**src/rtl/core/sms_pkg.sv**
```systemverilog
package sms_pkg;

   localparam int ROW_W    = 8;
   localparam int COL_W    = 8;
   localparam int KEY_W    = ROW_W + COL_W;
   localparam int DATA_W   = 64;
   localparam int DIM_W    = 9;
   localparam int STATUS_W = 2;
   localparam int CSR_IDX_W = 2;

   localparam logic [DIM_W-1:0] DIM_RESET = 9'd256;

   localparam logic [STATUS_W-1:0] STATUS_OK    = 2'd0;
   localparam logic [STATUS_W-1:0] STATUS_RANGE = 2'd1;
   localparam logic [STATUS_W-1:0] STATUS_FULL  = 2'd2;

   localparam logic [CSR_IDX_W-1:0] CSR_ROW_COUNT = 2'd0;
   localparam logic [CSR_IDX_W-1:0] CSR_COL_COUNT = 2'd1;

   localparam logic MODE_READ  = 1'b0;
   localparam logic MODE_WRITE = 1'b1;

   typedef logic [KEY_W-1:0]  key_type;
   typedef logic [DATA_W-1:0] data_type;

   typedef struct packed {
      logic     cmp_en;
      logic     ins_en;
      logic     upd_en;
      key_type  req_key;
      data_type req_value;
   } cell_ctrl_type;

   typedef enum logic [2:0] {
      ST_IDLE = 3'b001,
      ST_CMP  = 3'b010,
      ST_EXEC = 3'b100
   } state_type;

endpackage

```
**src/rtl/core/sms_cell.sv**
```systemverilog
module sms_cell import sms_pkg::*; (
   input  logic          clock,
   input  logic          reset,
   input  cell_ctrl_type ctrl,
   input  logic          entry_valid,
   input  logic          left_lt,
   input  key_type       left_key,
   input  data_type      left_value,
   output logic          lt,
   output logic          eq,
   output key_type       key,
   output data_type      value
);

   logic     lt_ff, lt_in;
   logic     eq_ff, eq_in;
   key_type  key_ff, key_in;
   data_type value_ff, value_in;

   always_comb begin
      lt_in    = lt_ff;
      eq_in    = eq_ff;
      key_in   = key_ff;
      value_in = value_ff;
      if (ctrl.cmp_en) begin
         lt_in = entry_valid && (key_ff < ctrl.req_key);
         eq_in = entry_valid && (key_ff == ctrl.req_key);
      end
      if (ctrl.ins_en && !lt_ff) begin
         // take the new entry at the sorted slot, else shift up from the left
         if (left_lt) begin
            key_in   = ctrl.req_key;
            value_in = ctrl.req_value;
         end else begin
            key_in   = left_key;
            value_in = left_value;
         end
      end else if (ctrl.upd_en && eq_ff) begin
         value_in = ctrl.req_value;
      end
   end

   always_ff @(posedge clock) begin
      if (reset) begin
         lt_ff <= 1'b0;
         eq_ff <= 1'b0;
      end else begin
         lt_ff <= lt_in;
         eq_ff <= eq_in;
      end
      key_ff   <= key_in;
      value_ff <= value_in;
   end

   assign lt    = lt_ff;
   assign eq    = eq_ff;
   assign key   = key_ff;
   assign value = value_ff;

endmodule

```
**config.mk**
```make
export PLATFORM = sky130hd
export DESIGN_NAME = sms_cell
export DESIGN_NICKNAME = d
export VERILOG_FILES = /design/src/rtl/core/sms_pkg.sv /design/src/rtl/core/sms_cell.sv
export SDC_FILE = /design/constraint.sdc
export NUM_CORES = 1
export LEC_CHECK = 0
export BUFFER_PORTS_ARGS = -buffer_cell sky130_fd_sc_hd__buf_4
export CAP_MARGIN = 20
export CORE_UTILIZATION = 30
export CTS_BUF_LIST = sky130_fd_sc_hd__clkbuf_16
export DETAILED_ROUTE_END_ITERATION = 12
export PLACE_DENSITY = 0.66
export SYNTH_ARGS = -nofsm -noshare
export SYNTH_HDL_FRONTEND = slang
export SYNTH_SLANG_ARGS = --single-unit
```
**constraint.sdc**
```tcl
create_clock -name clock -period 7 [get_ports clock]
set_input_delay 0.35 -clock clock [delete_from_list [all_inputs] [get_ports clock]]
set_output_delay 0.35 -clock clock [all_outputs]
set_load 0.01 [all_outputs]
```
==> results.py <==
metrics = {
    "worst_setup_path": {
        "arrival_ps": 2130,
        "crit_start": "lt",
        "path_cells": "nand2b_1 -> nor2_8 -> buf_12 -> mux2_1",
        "r2r_slack_ps": 4960,
        "crit_family": "simple AND/OR/NAND/NOR gates",
        "crit_path_max_fanout": 33,
        "slowest_stage": "nor2_8",
        "rr_worst_depth": 4,
        "crit_type": "flop to flop",
        "cp_data_required_time_ps": 7080,
        "cp.buffers_inverters": 1,
        "end_kind": "flop",
        "regToRegEndpoint": "value[30]",
        "crit_cells": 4,
        "r2r_start": "lt",
        "cpPeakStageDelay_ps": 530,
        "endpoint": "value[30]",
        "critPathLaunchType": "flop",
    },
    "die": {
        "core-area_sq_um": 12670,
        "fp-row-count": 41,
        "die_area_sq_um": 13460,
        "die_w_um": 116.0,
        "die_y_um": 116.0,
        "start_util_pct": 30.78,
        "pin_count": 249,
    },
    "cells_and_area": {
        "antennaDiodeCount": 0,
        "syn_to_final_growth_pct": 60.96,
        "drive_above_1_share_pct": 57.84,
        "multi_input_area_sq_um": 1324,
        "nets": 669,
        "final_cell_mix": "buf_4, edfxtp_1, mux2_1, inv_1",
        "final_util_pct": 49.54,
        "stdcell_count": 663,
        "fill_cells": 1157,
        "fin_area_sq_um": 6277,
        "regArea_sq_um": 2442,
        "layout_commonest_cell": "buf_4",
    },
    "detailed_routing": {
        "route.vias.total": 2926,
        "drt_iter0_drc": 96,
        "avgRoutedWirePerCell_um": 15.39,
        "firstDrtPassIters": 4,
        "vias_per_cell": 4.413,
        "antenna_left": 0,
        "drc": 0,
        "wirelength_um": 10200,
    },
    "pwr": {
        "power.leakage_nw": 2.784,
        "ir_worst_vdd_uv": 170.2,
        "p_per_area_nw_per_um2": 221.0,
    },
    "synthesis": {
        "syn_avg_cell_area_sq_um": 16.67,
        "synthTopCellsByArea": "edfxtp_1, mux2_1, ha_1",
        "synthCells": 234,
        "yosysSeqAreaShare_pct": 62.62,
        "syn_nets": 417,
        "synthAdderAreaFrac_pct": 5.133,
        "synth.area.mux_share_pct": 23.10,
        "syn_area_sq_um": 3900,
        "synth-compound-area-share_pct": 2.727,
        "yosysTopAreaCell": "edfxtp_1",
        "ys_ff_latch": 82,
        "yosys_warnings": 0,
        "synthSimpleGateAreaFrac_pct": 2.791,
        "ys_types": 24,
        "synth-xor-area-share_pct": 0,
        "synth_top_family_by_area": "multiplexers",
        "synth_top_cell_area_share_pct": 61.60,
    },
    "job": {
        "maxCapViolCount": 0,
    },
    "clock_network": {
        "cts.sinks": 82,
        "holdBufCountCts": 0,
        "postCtsResizedCells": 0,
        "cts_max_path_buffers": 2,
        "h-tree-depth": 3,
        "ctsRootBufferMaster": "clkbuf_16",
        "clk_pin_slew_ps": 70,
        "clk_latency_ps": 340,
        "post_cts_buffers": 0,
        "cts_tree": "built",
        "cts_buffers": 9,
    },
    "timing": {
        "final_max_slew_viol_count": 0,
        "grt_setup_unrepaired": "false",
        "holdWs_ps": 197.5,
        "skew_ps": 5.573,
        "final-setup-viol-count": 0,
        "worstMarginPinSlew_ps": 893.6,
        "hold_viol_final": 0,
        "relSlewSlack_pct": 40.43,
        "min_period_ps": 2042,
        "min_period_over_period_pct": 29.17,
        "setup_tns_ps": 0,
        "fmax_mhz": 489.8,
    },
    "global_route": {
        "antenna_found_initial": 0,
        "grt_max_degree": 65,
        "grt_pass1_wl_um": 14390,
        "track_usage_pct": 14.65,
        "grt_pass1_vias": 2990,
        "overflow": 0,
    },
    "place": {
        "dp_cells": 646,
        "routabilityCongestion": 0.7144,
        "place_area_sq_um": 5907,
        "port_buffers": 248,
        "dp_hpwl_um": 7728,
    },
    "outcome": {
        "status": "completed",
    },
    "worst_hold_path": {
        "worst_hold_path_type": "primary input to flop",
    },
}
layout make-up:
class	count	share of cell area, %
clock buffers	9	3.588
clock inverters	7	1.993
inverters	17	1.017
multi-input cells	127	21.09
flip-flops and latches	82	38.91
well taps	172	3.428
repair buffers	249	29.98
per-layer routing:
metal	routed length (um)	track usage, %
met1	3741	15.26
met2	5169	25.36
met3	1105	6.590
met4	186	6.581
met5	0	0
registers in the layout (all words and copies together), names as in the netlist:
register / cells
key: 16
lt: 1
value: 64
eq: 1
cell families after synthesis:
kind of cell               after synthesis
muxes                                   80
AOI/OAI and AO/OA                       14
buffers and inverters                   25
adders and majority gates               16
DFF                                     82
and+or+nand+nor                         17
power by group:
| part | total [mW] | switching (mW) | leakage (nW) | internal [mW] |
|---|---|---|---|---|
| logic | 0.233 | 0.0942 | 1.82 | 0.138 |
| registers | 0.600 | 0.0127 | 0.793 | 0.588 |
| clock network | 0.555 | 0.202 | 0.171 | 0.352 |
| total | 1.39 | 0.309 | 2.78 | 1.08 |
synthesized netlist by cell type:
| library cell | count |
|---|---|
| a211o_1 | 1 |
| nand2b_1 | 3 |
| ha_1 | 16 |
| nor3_1 | 3 |
| mux2_1 | 64 |
| nor2b_1 | 1 |
| buf_6 | 6 |
| edfxtp_1 | 80 |
| o32ai_2 | 1 |
| a41o_1 | 1 |
| nand2_1 | 3 |
| nor2_1 | 1 |
| buf_2 | 2 |
| a21o_1 | 3 |
| mux2_2 | 16 |
| inv_1 | 17 |
| o211ai_1 | 1 |
| o2111ai_1 | 1 |
| a21oi_1 | 5 |
| dfxtp_1 | 2 |
| nor2_8 | 1 |
| a21boi_1 | 1 |
| and4_1 | 1 |
| nand4_1 | 4 |
metrics by stage:
| stage | worst slack, ps | power (mW) |
|---|---|---|
| after detailed placement | 4765 | 0.8455 |
| after global routing | 4823 | 1.446 |
| after CTS | 4776 | 1.405 |
| after floorplan | 4567 | 0.7041 |
| after global placement | 4810 | 0.8391 |
| final | 4958 | 1.387 |
how the worst min path moves through the flow:
| stage | slack, ps | start | cells past startpoint | endpoint |
|---|---|---|---|---|
| global placement | 480 | eq | 2 | eq |
| global route | 190 | reset | 2 | eq |
| floorplan | 420 | reset | 1 | eq |
| finish | 200 | reset | 2 | eq |
| CTS | 180 | reset | 2 | eq |
| detailed placement | 490 | eq | 2 | eq |
worst register-to-register path, stage by stage (launching register included):
cell      delay (ps)
dfxtp_1          320
nand2b_1         280
nor2_8           530
buf_12           290
mux2_1           380
(Power assumes the default switching activity.)
